**src/hdl/wildcard_byte_signature_scanner_assert.svh**
```systemverilog
// Assertion macros for the wildcard byte signature scanner.
// Needs a clk and an rst in the scope of each use; no other dependencies.
`ifndef WILDCARD_BYTE_SIGNATURE_SCANNER_ASSERT_SVH
`define WILDCARD_BYTE_SIGNATURE_SCANNER_ASSERT_SVH

`ifndef SYNTHESIS

// same-cycle implication
`define WBSS_ASSERT_SAME(label, ante, cons, msg) \
  label: assert property (@(posedge clk) disable iff (rst) (ante) |-> (cons)) \
    else $error(msg);

// next-cycle implication
`define WBSS_ASSERT_NEXT(label, ante, cons, msg) \
  label: assert property (@(posedge clk) disable iff (rst) (ante) |=> (cons)) \
    else $error(msg);

`else

`define WBSS_ASSERT_SAME(label, ante, cons, msg)
`define WBSS_ASSERT_NEXT(label, ante, cons, msg)

`endif

`endif

```
**src/hdl/wbss_pkg.sv**
```systemverilog
// Shared types, constants and helpers for the wildcard byte signature scanner.
// No dependencies.
`default_nettype none

package wbss_pkg;

  localparam int PAT_BYTES                 = 16;
  localparam int DEFAULT_MAX_PATTERN_BYTES = 16;
  localparam int CFG_DATA_W                = 64;
  localparam int CFG_INDEX_W               = 3;
  localparam int LEN_W                     = 5;
  localparam int SEC_W                     = 7;
  localparam int OFFSET_W                  = 32;

  typedef enum logic [CFG_INDEX_W-1:0] {
    REG_PATTERN_LOW  = 3'd0,
    REG_PATTERN_HIGH = 3'd1,
    REG_CARE_MASK    = 3'd2,
    REG_PATTERN_LEN  = 3'd3,
    REG_EXEC_ONLY    = 3'd4
  } cfg_reg_t;

  typedef struct packed {
    logic [PAT_BYTES-1:0][7:0] pattern;
    logic [PAT_BYTES-1:0]      care;
    logic [LEN_W-1:0]          length;     // already clamped to the lane count
    logic                      exec_only;
  } cfg_t;

  // compare lanes actually in use for a given maximum pattern size
  function automatic int lanes_of(input int max_bytes);
    return (max_bytes < PAT_BYTES) ? max_bytes : PAT_BYTES;
  endfunction

  // stored history bytes; at least one so the vector is never empty
  function automatic int window_of(input int max_bytes);
    return (lanes_of(max_bytes) > 1) ? lanes_of(max_bytes) - 1 : 1;
  endfunction

endpackage

`default_nettype wire

```
**src/hdl/wildcard_byte_signature_scanner.sv**
```systemverilog
// Wildcard byte signature scanner: one input word per cycle, one result per image.
// Full throughput: an input register, a single compare stage against a shift-register
// window, and a result register; a new word enters every clock unless a result word
// is held back by out_ready. The result register is loaded as its input word leaves the input register.
// After a hit no further result appears until image_end, which reports not-found only
// when nothing was hit, then rearms. Configuration is taken one register per write.
// Depends on wbss_pkg, wbss_cfg, wbss_match and the assertion macro header.
`default_nettype none
`include "wildcard_byte_signature_scanner_assert.svh"

module wildcard_byte_signature_scanner #(
  parameter int MAX_PATTERN_BYTES = wbss_pkg::DEFAULT_MAX_PATTERN_BYTES
) (
  input  wire logic                              clk,
  input  wire logic                              rst,
  input  wire logic                              cfg_we,
  input  wire logic [wbss_pkg::CFG_INDEX_W-1:0]  cfg_index,
  input  wire logic [wbss_pkg::CFG_DATA_W-1:0]   cfg_wdata,
  input  wire logic                              in_valid,
  output logic                                   in_ready,
  input  wire logic [7:0]                        data_byte,
  input  wire logic                              section_start,
  input  wire logic [wbss_pkg::SEC_W-1:0]        section_number,
  input  wire logic                              section_readable,
  input  wire logic                              section_executable,
  input  wire logic                              image_end,
  output logic                                   out_valid,
  input  wire logic                              out_ready,
  output logic                                   found,
  output logic [wbss_pkg::SEC_W-1:0]             hit_section,
  output logic [wbss_pkg::OFFSET_W-1:0]          hit_offset
);
  import wbss_pkg::*;

  localparam int WIN      = window_of(MAX_PATTERN_BYTES);
  localparam int WIN_BITS = WIN * 8;

  cfg_t cfg;

  // input register
  logic             s1_valid;
  logic [7:0]       s1_byte;
  logic             s1_start;
  logic [SEC_W-1:0] s1_sec;
  logic             s1_rd;
  logic             s1_ex;
  logic             s1_end;

  // scan state
  logic [WIN-1:0][7:0]   window;
  logic [OFFSET_W-1:0]   count;
  logic                  scan_done;

  logic [WIN-1:0][7:0]   win_eff;
  logic [OFFSET_W-1:0]   count_base;
  logic [OFFSET_W-1:0]   count_next;
  logic                  match;
  logic                  hit;
  logic                  produce;
  logic                  advance;

  wbss_cfg #(.MAX_PATTERN_BYTES(MAX_PATTERN_BYTES)) u_cfg (
    .clk       (clk),
    .rst       (rst),
    .cfg_we    (cfg_we),
    .cfg_index (cfg_index),
    .cfg_wdata (cfg_wdata),
    .cfg       (cfg)
  );

  assign win_eff    = s1_start ? '0 : window;
  assign count_base = s1_start ? '0 : count;
  assign count_next = (&count_base) ? count_base : count_base + OFFSET_W'(1);

  wbss_match #(.MAX_PATTERN_BYTES(MAX_PATTERN_BYTES)) u_match (
    .cur_byte (s1_byte),
    .window   (win_eff),
    .cfg      (cfg),
    .match    (match)
  );

  assign hit = !scan_done && (cfg.length != '0) && s1_rd && !(cfg.exec_only && !s1_ex) &&
               (count_next >= OFFSET_W'(cfg.length)) && match;
  assign produce = hit || (s1_end && !scan_done);

  assign advance  = s1_valid && (!out_valid || out_ready);
  assign in_ready = !s1_valid || advance;

  always_ff @(posedge clk) begin
    if (rst) begin
      s1_valid <= 1'b0;
    end else if (in_valid && in_ready) begin
      s1_valid <= 1'b1;
    end else if (advance) begin
      s1_valid <= 1'b0;
    end
  end

  always_ff @(posedge clk) begin
    if (in_valid && in_ready) begin
      s1_byte  <= data_byte;
      s1_start <= section_start;
      s1_sec   <= section_number;
      s1_rd    <= section_readable;
      s1_ex    <= section_executable;
      s1_end   <= image_end;
    end
  end

  always_ff @(posedge clk) begin
    if (rst) begin
      window    <= '0;
      count     <= '0;
      scan_done <= 1'b0;
    end else if (advance) begin
      if (s1_end) begin
        // rearm for the next image
        window    <= '0;
        count     <= '0;
        scan_done <= 1'b0;
      end else begin
        // newest byte into slot 0, oldest falls off the top
        window    <= WIN_BITS'({win_eff, s1_byte});
        count     <= count_next;
        scan_done <= scan_done || hit;
      end
    end
  end

  always_ff @(posedge clk) begin
    if (rst) begin
      out_valid <= 1'b0;
    end else if (advance && produce) begin
      out_valid <= 1'b1;
    end else if (out_ready) begin
      out_valid <= 1'b0;
    end
  end

  always_ff @(posedge clk) begin
    if (advance && produce) begin
      found       <= hit;
      hit_section <= hit ? s1_sec : '0;
      hit_offset  <= hit ? count_next - OFFSET_W'(cfg.length) : '0;
    end
  end

  `WBSS_ASSERT_SAME(a_notfound_zero, out_valid && !found, hit_section == '0 && hit_offset == '0, "not-found word carries a nonzero section or offset")
  `WBSS_ASSERT_SAME(a_done_blocks_hit, scan_done, !hit, "hit raised after the image was already reported")
  `WBSS_ASSERT_NEXT(a_hit_sets_done, advance && hit && !s1_end, scan_done, "scan_done not set after a hit")
  `WBSS_ASSERT_NEXT(a_end_rearms, advance && s1_end, count == '0 && !scan_done, "image end did not rearm the scan")

endmodule

`default_nettype wire

```
**src/hdl/wbss_cfg.sv**
```systemverilog
// Configuration register file: pattern, care mask, length and section filter.
// Depends on wbss_pkg.
`default_nettype none

module wbss_cfg #(
  parameter int MAX_PATTERN_BYTES = wbss_pkg::DEFAULT_MAX_PATTERN_BYTES
) (
  input  wire logic                          clk,
  input  wire logic                          rst,
  input  wire logic                          cfg_we,
  input  wire logic [wbss_pkg::CFG_INDEX_W-1:0] cfg_index,
  input  wire logic [wbss_pkg::CFG_DATA_W-1:0]  cfg_wdata,
  output wbss_pkg::cfg_t                     cfg
);
  import wbss_pkg::*;

  localparam int LANES = lanes_of(MAX_PATTERN_BYTES);
  localparam logic [LEN_W-1:0] LEN_CAP = LEN_W'(LANES);

  logic [LEN_W-1:0] len_clamped;

  assign len_clamped = (cfg_wdata[LEN_W-1:0] > LEN_CAP) ? LEN_CAP : cfg_wdata[LEN_W-1:0];

  always_ff @(posedge clk) begin
    if (rst) begin
      cfg <= '0;
    end else if (cfg_we) begin
      unique case (cfg_reg_t'(cfg_index))
        REG_PATTERN_LOW:  cfg.pattern[7:0]  <= cfg_wdata;
        REG_PATTERN_HIGH: cfg.pattern[15:8] <= cfg_wdata;
        REG_CARE_MASK:    cfg.care          <= cfg_wdata[PAT_BYTES-1:0];
        REG_PATTERN_LEN:  cfg.length        <= len_clamped;
        REG_EXEC_ONLY:    cfg.exec_only     <= cfg_wdata[0];
        default: ;  // unknown index: ignored
      endcase
    end
  end

endmodule

`default_nettype wire

```
**src/hdl/wbss_match.sv**
```systemverilog
// Parallel masked compare of the window ending at the current byte.
// Depends on wbss_pkg.
`default_nettype none

module wbss_match #(
  parameter int MAX_PATTERN_BYTES = wbss_pkg::DEFAULT_MAX_PATTERN_BYTES
) (
  input  wire logic [7:0]  cur_byte,
  input  wire logic [wbss_pkg::window_of(MAX_PATTERN_BYTES)-1:0][7:0] window,
  input  wbss_pkg::cfg_t   cfg,
  output logic             match
);
  import wbss_pkg::*;

  localparam int LANES = lanes_of(MAX_PATTERN_BYTES);

  // lane p looks at the byte p places back from the current one
  logic [LANES-1:0][7:0] lane_byte;
  logic [LANES-1:0]      lane_ok;

  assign lane_byte[0] = cur_byte;

  for (genvar p = 1; p < LANES; p++) begin : g_tap
    assign lane_byte[p] = window[p-1];
  end

  for (genvar p = 0; p < LANES; p++) begin : g_lane
    logic [LEN_W-1:0] j;  // pattern byte that lines up with this lane
    assign j = cfg.length - LEN_W'(1) - LEN_W'(p);
    assign lane_ok[p] = (LEN_W'(p) >= cfg.length) || !cfg.care[j[3:0]] ||
                        (lane_byte[p] == cfg.pattern[j[3:0]]);
  end

  assign match = &lane_ok;

endmodule

`default_nettype wire

```
**config.mk**
```make
export PLATFORM = sky130hd
export DESIGN_NAME = wildcard_byte_signature_scanner
export DESIGN_NICKNAME = d
export VERILOG_FILES = /design/src/hdl/wbss_pkg.sv /design/src/hdl/wildcard_byte_signature_scanner.sv /design/src/hdl/wbss_cfg.sv /design/src/hdl/wbss_match.sv
export VERILOG_INCLUDE_DIRS = /design/src /design/src/hdl
export SDC_FILE = /design/constraint.sdc
export NUM_CORES = 1
export LEC_CHECK = 0
export BUFFER_PORTS_ARGS = -buffer_cell sky130_fd_sc_hd__buf_4
export CAP_MARGIN = 20
export CORE_AREA = 2 2 309 219
export DETAILED_ROUTE_END_ITERATION = 16
export DIE_AREA = 0 0 311 221
export PLACE_DENSITY = 0.62
export SKIP_CTS_REPAIR_TIMING = 1
export SLEW_MARGIN = 40
export SYNTH_ARGS = -nofsm -noshare
export SYNTH_HDL_FRONTEND = slang
export SYNTH_SLANG_ARGS = --single-unit
```
**constraint.sdc**
```tcl
create_clock -name clk -period 17.3 [get_ports clk]
set_clock_uncertainty 0.15 [all_clocks]
set_input_delay 2.595 -clock clk [delete_from_list [all_inputs] [get_ports clk]]
set_output_delay 2.595 -clock clk [all_outputs]
set_load 0.01 [all_outputs]
```
# Word-level counts from Yosys, hierarchy flattened
# Index checks and enable logic that the tools add are counted.
[op_classes]
muxes = 75
reduce_logical = 78
add_sub_neg = 18
eq_ne = 20
magnitude_cmp = 34
[op_table]
columns = ["op", "count"]
rows = [
  ["$bmux W8 S4", 16],
  ["$mux W120", 2],
  ["$eq A8 B8 Y1", 16],
  ["$mux W8", 16],
  ["$mux W32", 3],
  ["$lt A4 B5 Y1 const B", 16],
  ["$bmux W1 S4", 16],
  ["$ge A4 B5 Y1 const A", 8],
  ["$logic_or A1 B1 Y1", 36],
  ["$add A32 B1 Y32 const B", 1],
  ["$ge A32 B5 Y1", 1],
  ["$reduce_and A32 Y1", 1],
  ["$sub A32 B5 Y32", 1],
  ["$sub A4 B4 Y4 const B", 8],
  ["$logic_not A1 Y1", 21],
  ["$mux W1", 21],
  ["$ge A3 B5 Y1 const A", 4],
  ["$reduce_and A16 Y1", 1],
  ["$sub A4 B3 Y4 const B", 4],
  ["$ge A1 B5 Y1 const A", 2],
  ["$ge A2 B5 Y1 const A", 2],
  ["$logic_and A1 B1 Y1", 10],
  ["$reduce_and A2 Y1", 5],
  ["$sub A4 B1 Y4 const B", 2],
  ["9 further kinds", 12],
]
[word_totals]
inputBits = 91
regBits = 364
out_inout_bits = 42
word_cells = 272

# Longest topological paths before layout
# Gate-level depths: netlist of run 1.
[depth]
word_depth = 12
depth_mapped = 30
mapped_depth_nobuf = 20

# Modules after synthesis
# Synthesis of run 1 repeated with hierarchy kept, for this count alone.
[hier_totals]
cells_unflattened = 2837
area_unflattened_um2 = 25864.8
[modules_own_cells]
columns = ["module", "instances", "cells_per_inst", "area_each_um2"]
rows = [
  ["wildcard_byte_signature_scanner", 1, 1266, 10608.9],
  ["wbss_match", 1, 1004, 9113.7],
  ["wbss_cfg", 1, 567, 6142.1],
]

# Least setup slack after synthesis of run 1
# Ideal clock, no wire load.
[synth_timing]
path_kind = "flip-flop to flip-flop"
start = "register s1_start"
end = "register found, enable pin"
stages_incl_launch_ff = 30
t_arrival_ps = 7418
n_path_buf = 10
slack_ps = 9292
synth_period_minus_slack_ps = 8008
cell_sequence = "edfxtp_1 > buf_2 > clkbuf_1 > clkbuf_1 > clkbuf_1 > clkbuf_1 > clkbuf_1 > clkbuf_1 > buf_1 > nor2b_1 > ha_1 > and2_1 > and4_1 > nand4_1 > clkbuf_1 > nand2_1 > xnor2_1 > ha_1 > a21o_1 > a21oi_1 > nor2b_1 > nor2_1 > nand2_1 > nor3_2 > and3_1 > nand3_1 > a2111o_1 > nand4_4 > buf_6 > o31ai_2"
[synth_via]
elab_chain_cells = 8
[synth_lines]
columns = ["element", "line", "text"]
rows = [
  ["from (decl)", "wildcard_byte_signature_scanner.sv:43", "logic s1_start;"],
  ["from (signal assigned)", "wildcard_byte_signature_scanner.sv:102", "s1_start <= section_start;"],
  ["$mux W32", "wildcard_byte_signature_scanner.sv:72", "assign count_base = s1_start ? '0 : count;"],
  ["$add A32 B1 Y32 or $reduce_and A32 Y1 (tied branches)", "wildcard_byte_signature_scanner.sv:73", "assign count_next = (&count_base) ? count_base : count_base + OFFSET_W'(1);"],
  ["$mux W32", "wildcard_byte_signature_scanner.sv:73", ""],
  ["$ge A32 B5 Y1", "wildcard_byte_signature_scanner.sv:83", "(count_next >= OFFSET_W'(cfg.length)) && match;"],
  ["$logic_and A1 B1 Y1", "wildcard_byte_signature_scanner.sv:82", "assign hit = !scan_done && (cfg.length != '0) && s1_rd && !(cfg.exec_only && !s1_ex) &&"],
  ["$logic_and A1 B1 Y1 *", "wildcard_byte_signature_scanner.sv:83", ""],
  ["$logic_or A1 B1 Y1 *", "wildcard_byte_signature_scanner.sv:84", "assign produce = hit || (s1_end && !scan_done);"],
  ["$logic_and A1 B1 Y1 *", "wildcard_byte_signature_scanner.sv:141", "if (advance && produce) begin"],
  ["to (signal assigned)", "wildcard_byte_signature_scanner.sv:142", "found <= hit;"],
  ["to (decl)", "wildcard_byte_signature_scanner.sv:29", "output logic found,"],
]
# Mark *: on every way between the ends. The rest lies on a longest branch, timed or not.
# A chain may end at the register's enable or synchronous reset.

# Worst setup path after layout of run 1
[layout_timing]
start = "register u_cfg.cfg[1] (netlist name)"
end = "register hit_offset[30] (netlist name), enable pin"
[layout_via]
elab_chain_cells = 11
[layout_lines]
columns = ["element", "line", "text"]
rows = [
  ["branches (longest 8 deep; another with $sub A4 B1 Y4)", "-", ""],
  ["$logic_and A1 B1 Y1 *", "wildcard_byte_signature_scanner.sv:83", ""],
  ["$logic_or A1 B1 Y1 *", "wildcard_byte_signature_scanner.sv:84", ""],
  ["$logic_and A1 B1 Y1 *", "wildcard_byte_signature_scanner.sv:141", ""],
  ["to (signal assigned)", "wildcard_byte_signature_scanner.sv:144", "hit_offset <= hit ? count_next - OFFSET_W'(cfg.length) : '0;"],
  ["to (decl)", "wildcard_byte_signature_scanner.sv:31", "output logic [wbss_pkg::OFFSET_W-1:0] hit_offset"],
]
# Every way passes the cells marked *. The select of a mux whose other input is x is not followed.

==> results of run 1 <==
[power by group]
part / switching, mW / total [mW] / internal, mW / leakage (nW)
Sequential: 0.0190 / 0.894 / 0.875 / 2.99
Combinational: 0.149 / 0.235 / 0.0860 / 5.54
Clock: 0.365 / 0.872 / 0.507 / 0.632
Total: 0.533 / 2.00 / 1.47 / 9.16
[layer usage]
metal	vias up	wire length [µm]	track usage, %
met2	1237	37800	36.3
met4	2	2090	5.78
met3	146	12300	8.84
li1	11000	-	-
met1	11700	43600	41.6
met5	-	12	0
[worst min-delay path, cell delays in order, from the launching register on]
cell and delay [ns]:
dfxtp_1 0.31, nand2_1 0.05, o31ai_1 0.05
[cell families (layout without fill, tap and decap cells)]
family          count (synthesis)  in the layout  share of synthesized area [%]
simple gates                 1174           1174                           21.1
compound gates                663            663                           16.3
flops                         364            364                           30.2
mux                           361            361                           21.7
buf+inv                       283            299                           4.95
xor+xnor                      131            131                           4.51
fa+ha+maj                      24             24                           1.18
[cells in the final DEF (no fill, tap or decap), drive strengths merged, types with 55 or more instances in the layout]
cell type,netlist,layout
nand2,492,492
nor2,332,332
dfxtp,305,305
a21oi,246,246
buf,80,175
a22oi,171,171
mux2i,161,161
mux4,159,159
nor3,81,81
xnor2,77,77
o21ai,64,64
edfxtp,59,59
inv,53,57
clkbuf,148,55
[registers in the layout, indices dropped and copies added, names as in the netlist, 7 cells and up]
signal,cells
hit_section,7
window,120
count,32
s1_sec,7
u_cfg.cfg,150
s1_byte,8
hit_offset,32
[Yosys cell counts (all sizes together), types with 14 or more instances]
cell type and instances:
a211oi 14, a21oi 246, a22oi 171, a31oi 39
buf 80, clkbuf 148, dfxtp 305, edfxtp 59
ha 23, inv 53, mux2 41, mux2i 161
mux4 159, nand2 492, nand2b 21, nand3 35
nand3b 20, nand4 29, nor2 332, nor2b 32
nor3 81, nor3b 21, nor4b 25, o21ai 64
o22ai 30, o31ai 15, or3 15, xnor2 77
xor2 53
[per-stage QoR]
stage | area, µm² | total power, mW | hold WS, ns
finish | 28900 | 2.00 | 0.304
global route | 28900 | 2.07 | 0.323
CTS | 28800 | 2.01 | 0.309
detailed placement | 27500 | 1.14 | 0.297
global placement | 27500 | 1.14 | 0.291
floorplan | 26100 | 1.05 | 0.275
[layout make-up]
class                   count  area share, %
multi-input cells        2353           58.8
flip-flops and latches    364           27.3
repair buffers            175           4.79
well taps                 891           3.86
clock buffers              55           3.82
inverters                  55          0.715
clock inverters            14          0.689
[final timing paths]
path                            slack [ns]  cells after the start             end          from
worst max-delay path                 10.02                     21  hit_offset[30]  u_cfg.cfg[1]
worst min-delay path                  0.30                      2       scan_done     scan_done
worst max register to register       10.02                     21  hit_offset[30]  u_cfg.cfg[1]
worst min register to register        0.30                      2       scan_done     scan_done
==> results.tsv, run 1 <==
metric	value	unit
status	finished, final reports clean	
number of flops mapped to enable cells by yosys	59	
initial antenna violation count	2	
CP arrival	7.33	ns
most used cell, CP	buf_4	
worst hold path class	flip-flop to flip-flop	
fillcell total	6556	
Buffers on Ports	132	
Vias	24100	
RSZ-0062 raised after global routing	false	
ys async rst share	0	%
CP max stage cell	nor4_4	
main flop type after synthesis	dfxtp_1	
Core Footprint	0.0658	mm²
LEAKAGE	9.16	nW
library cells used by synthesis	89	
first-pass GRT wire length	143	mm
setup tns final	0	ns
Die ar.	0.0687	mm²
CTS Buffer Depth	3	
part of the Yosys area used for sequential elements	30.2	%
final net count	3102	
Finished Core Util	43.9	%
I/O pins	133	
Mapped Cells	3000	
wire length per cell	24.5	µm
1st-iter DRT viols	3722	
largest area contributor in the netlist	dfxtp_1	
area of the multi-input gates	0.0170	mm²
count of final hold-check violations	0	
post-route ant nets	0	
Worst-Margin Slew	0.809	ns
Pwr Density	69.3	mW/mm²
Via density	6.17	
buffers and inverters on the worst path	7	
CTS tree	built	
max-cap viol count	0	
Final min period	7.28	ns
register area	0.00788	mm²
crit-path cells	inv_2, buf_6, ha_1, xor2_2, buf_4, inv_1, buf_4, ha_1, and3b_1, a221o_1, nor4_4, mux4_2, nor4b_1, a31oi_1, o22ai_1, nand4_1, a22oi_1, nand3_2, buf_4, o31ai_4, buf_4	
clock slew at reported path FFs	0.06	ns
# DRC	0	
vias in the first global route	21200	
Inst Count DP	3837	
startpoint types	flip-flop	
Max VDD drop	0.0699	mV
CTS sink cnt	364	
gr ovfl total	0	
register bit total from synthesis	364	
delay-heaviest family, CP	buffers and inverters	
die width	311	µm
CTS root buf	clkbuf_16	
Syn Nets	3115	
dpl hpwl	72.5	mm
synthesized area per cell	8.69	µm²
Place WS	9.91	ns
layout cells sized above 1	16.8	%
Max Clock Freq	137	MHz
Yosys warning total	0	
Non-Filler Instances	3907	
htree depth	2	
maximum number of pins on one net before global-route repair	173	
Worst Setup Path Type	flip-flop to flip-flop	
Global Route Usage Sum	27.1	%
Routed WL	95.8	mm
mapped cell area	0.0261	mm²
top cells by area, synth	dfxtp_1, mux4_2, nand2_1	
Worst Path Required	17.34	ns
Critical Path Sink Type	flip-flop	
Num CTS Buffers	38	
diode count	0	
Final Slew Violations	0	
initial core utilization	39.6	%
gp weighted congestion	1.07	
setup slack after layout	10.02	ns
Final setup viols	0	
Clk Latency, worst-skew pair	0.58	ns
Area Growth Syn to Fin	10.8	%
Worst slew margin	44.5	%
floorplan row count	79	
drt pass-1 iters	6	
CP max stage delay	0.69	ns
area fraction of the dominant cell type after synthesis	23.4	%
Final period util	42.1	%
crit path max fanout	45	
Die H	221	µm
No activity file was read; power rests on OpenSTA's default activity.
==> run 2, diff against run 1 <==
--- a/config.mk
+++ b/config.mk
@@ -11,7 +11,7 @@
 export CORE_AREA = 2 2 309 219
 export DETAILED_ROUTE_END_ITERATION = 16
 export DIE_AREA = 0 0 311 221
-export PLACE_DENSITY = 0.62
+export PLACE_DENSITY = 0.64
 export SKIP_CTS_REPAIR_TIMING = 1
 export SLEW_MARGIN = 40
 export SYNTH_ARGS = -nofsm -noshare
==> constraint.sdc (replaced) <==
create_clock -name clk -period 6.15 [get_ports clk]
set_clock_uncertainty 0.15 [all_clocks]
set_input_delay 0.9225 -clock clk [delete_from_list [all_inputs] [get_ports clk]]
set_output_delay 0.9225 -clock clk [all_outputs]
set_load 0.01 [all_outputs]
==> run 2 against run 1 <==
Effect of this change:
- sequential cell count is the same
- utilization rose by 0.70 points
- clock power grew to 2.9 times the previous value
- total power grew to 2.8 times the previous value
- sequential share of layout area fell by 0.43 points
- wire length grew 0.31%
- cell area is 1.6% higher
- final cell count rose by 1.1%
- critical path type unchanged
==> results.tsv, run 2 (synthesized netlist as in run 1, its figures left out) <==
metric	value	unit
count of final hold-check violations	0	
Largest register FFs	150	
delay-heaviest family, CP	simple AND/OR/NAND/NOR gates	
wire length per cell	24.3	µm
buffers and inverters on the worst path	4	
area of the multi-input gates	0.0170	mm²
# DRC	0	
1st-iter DRT viols	3402	
Final Slew Violations	0	
Hold Startpoint	scan_done	
CP max stage cell	ha_1	
sink of the worst hold path	scan_done	
I/O pins	133	
hold depth	2	
Worst Setup Path Type	flip-flop to flip-flop	
Worst R2R Start	s1_start	
Die ar.	0.0687	mm²
final net count	3141	
Max Clock Freq	171	MHz
Top Registers	u_cfg.cfg (150), window (120)	
register area	0.00788	mm²
Buffers on Ports	132	
status	finished, final reports clean	
switching share of power	26.7	%
CP arrival	5.99	ns
maximum number of pins on one net before global-route repair	163	
RSZ-0062 raised after global routing	false	
Final min period	5.85	ns
initial antenna violation count	3	
Area Growth Syn to Fin	12.6	%
Max VDD drop	0.189	mV
fillcell total	6518	
clock slew at reported path FFs	0.06	ns
first-pass GRT wire length	143	mm
setup slack after layout	0.303	ns
CTS Buffer Depth	3	
power share of the clock group	43.8	%
Worst-Margin Slew	0.887	ns
CP max stage delay	0.46	ns
Worst Path Required	6.29	ns
gr ovfl total	0	
Pwr Density	194	mW/mm²
max-cap viol count	0	
CTS root buf	clkbuf_16	
post-route ant nets	0	
crit-path cells	buf_4, and4b_1, and4_4, nand4_1, buf_4, nand2_1, xnor2_1, ha_1, a21o_1, a21oi_1, nor2b_1, nor2_1, nand2_1, nor3_2, and3_4, nand3_2, a2111o_1, nand4_4, buf_6, buf_12, nor3_2	
Critical Path Sink Type	flip-flop	
gp weighted congestion	1.06	
initial core utilization	39.6	%
floorplan row count	79	
Routed WL	96.1	mm
Final setup viols	0	
Worst slew margin	39.2	%
Num CTS Buffers	39	
register bank with the most flops	u_cfg.cfg	
capturing point of the worst reg2reg path	hit_offset[31]	
crit path max fanout	28	
Clk Latency, worst-skew pair	0.59	ns
Logic pwr share	12.2	%
dpl hpwl	73.3	mm
Cell Int Power	4.17	mW
final instance area	0.0293	mm²
setup slack, reg-to-reg	0.30	ns
Place WS	0.327	ns
LEAKAGE	9.42	nW
sequential share of power	44.0	%
die width	311	µm
Global Route Usage Sum	27.2	%
Core Footprint	0.0658	mm²
htree depth	2	
Die H	221	µm
vias in the first global route	21700	
Via density	6.12	
Finished Core Util	44.6	%
Reg2Reg Depth	21	
most frequent cells in the layout	nand2_1, nor2_1, dfxtp_1, a21oi_1, buf_4	
Final period util	95.1	%
worst hold path class	flip-flop to flip-flop	
startpoint types	flip-flop	
CTS tree	built	
CTS sink cnt	364	
sw power	1.52	mW
layout cells sized above 1	18.1	%
commonest non-fill, non-tap cell in the layout	nand2_1	
DP Area	0.0279	mm²
drt pass-1 iters	6	
Vias	24100	
-- run 2: cell types whose count changed in the layout (fill, tap and decap cells not counted), moves of 4 or more --
cell	change
buf_12	+8
buf_4	+35
buf_6	-5
clkbuf_16	+4
clkinv_2	+5
-- run 2: worst register-to-register path, cell delays in order (launching register included) --
cell	delay [ns]
edfxtp_1	0.44
buf_4	0.23
and4b_1	0.43
and4_4	0.30
nand4_1	0.22
buf_4	0.26
nand2_1	0.16
xnor2_1	0.28
ha_1	0.46
a21o_1	0.23
a21oi_1	0.16
nor2b_1	0.09
nor2_1	0.13
nand2_1	0.16
nor3_2	0.32
and3_4	0.27
nand3_2	0.14
a2111o_1	0.44
nand4_4	0.15
buf_6	0.28
buf_12	0.21
nor3_2	0.06
-- run 2: worst max path at each step --
stage / startpoint / endpoint / slack [ns] / cells past startpoint
2_1_floorplan: u_cfg.cfg[1] / found / -0.09 / 26
3_3_place_gp: s1_start / hit_offset[31] / 0.37 / 21
3_5_place_dp: s1_start / hit_offset[21] / 0.33 / 21
4_1_cts: s1_start / hit_offset[31] / 0.28 / 21
5_1_grt: s1_start / hit_offset[24] / 0.04 / 21
6_report: s1_start / hit_offset[31] / 0.30 / 21
-- run 2: area by class of cell --
| type | count | area share, % |
|---|---|---|
| diodes | 2 | 0.0171 |
| clock buffers | 55 | 3.95 |
| clock inverters | 16 | 0.614 |
| inverters | 55 | 0.738 |
| multi-input cells | 2353 | 58.1 |
| flip-flops and latches | 364 | 26.9 |
| well taps | 891 | 3.80 |
| repair buffers | 213 | 5.96 |
-- run 2: power by group through the flow --
stage	logic, mW	clock network (mW)	registers (mW)
after floorplan	0.423	0	2.54
after global placement	0.667	0	2.56
after detailed placement	0.668	0	2.56
after CTS	0.670	2.53	2.50
after global routing	0.730	2.62	2.51
final	0.693	2.49	2.51
-- run 2: metal layers --
layer	track usage (%)	up-vias	wire [µm]
met1	40.0	11700	42900
met3	9.54	175	12100
met4	8.21	4	2900
met5	0	-	27
met2	37.0	1184	38200
li1	-	11000	-
-- run 2: metrics by stage --
stage	hold slack, ns	power [mW]	setup TNS, ns	cells
2_1_floorplan	0.275	2.97	-3.57	3000
3_3_place_gp	0.290	3.22	0	3874
3_5_place_dp	0.298	3.23	0	3874
4_1_cts	0.311	5.70	0	3945
5_1_grt	0.344	5.86	0	3947
6_report	0.313	5.69	0	3949
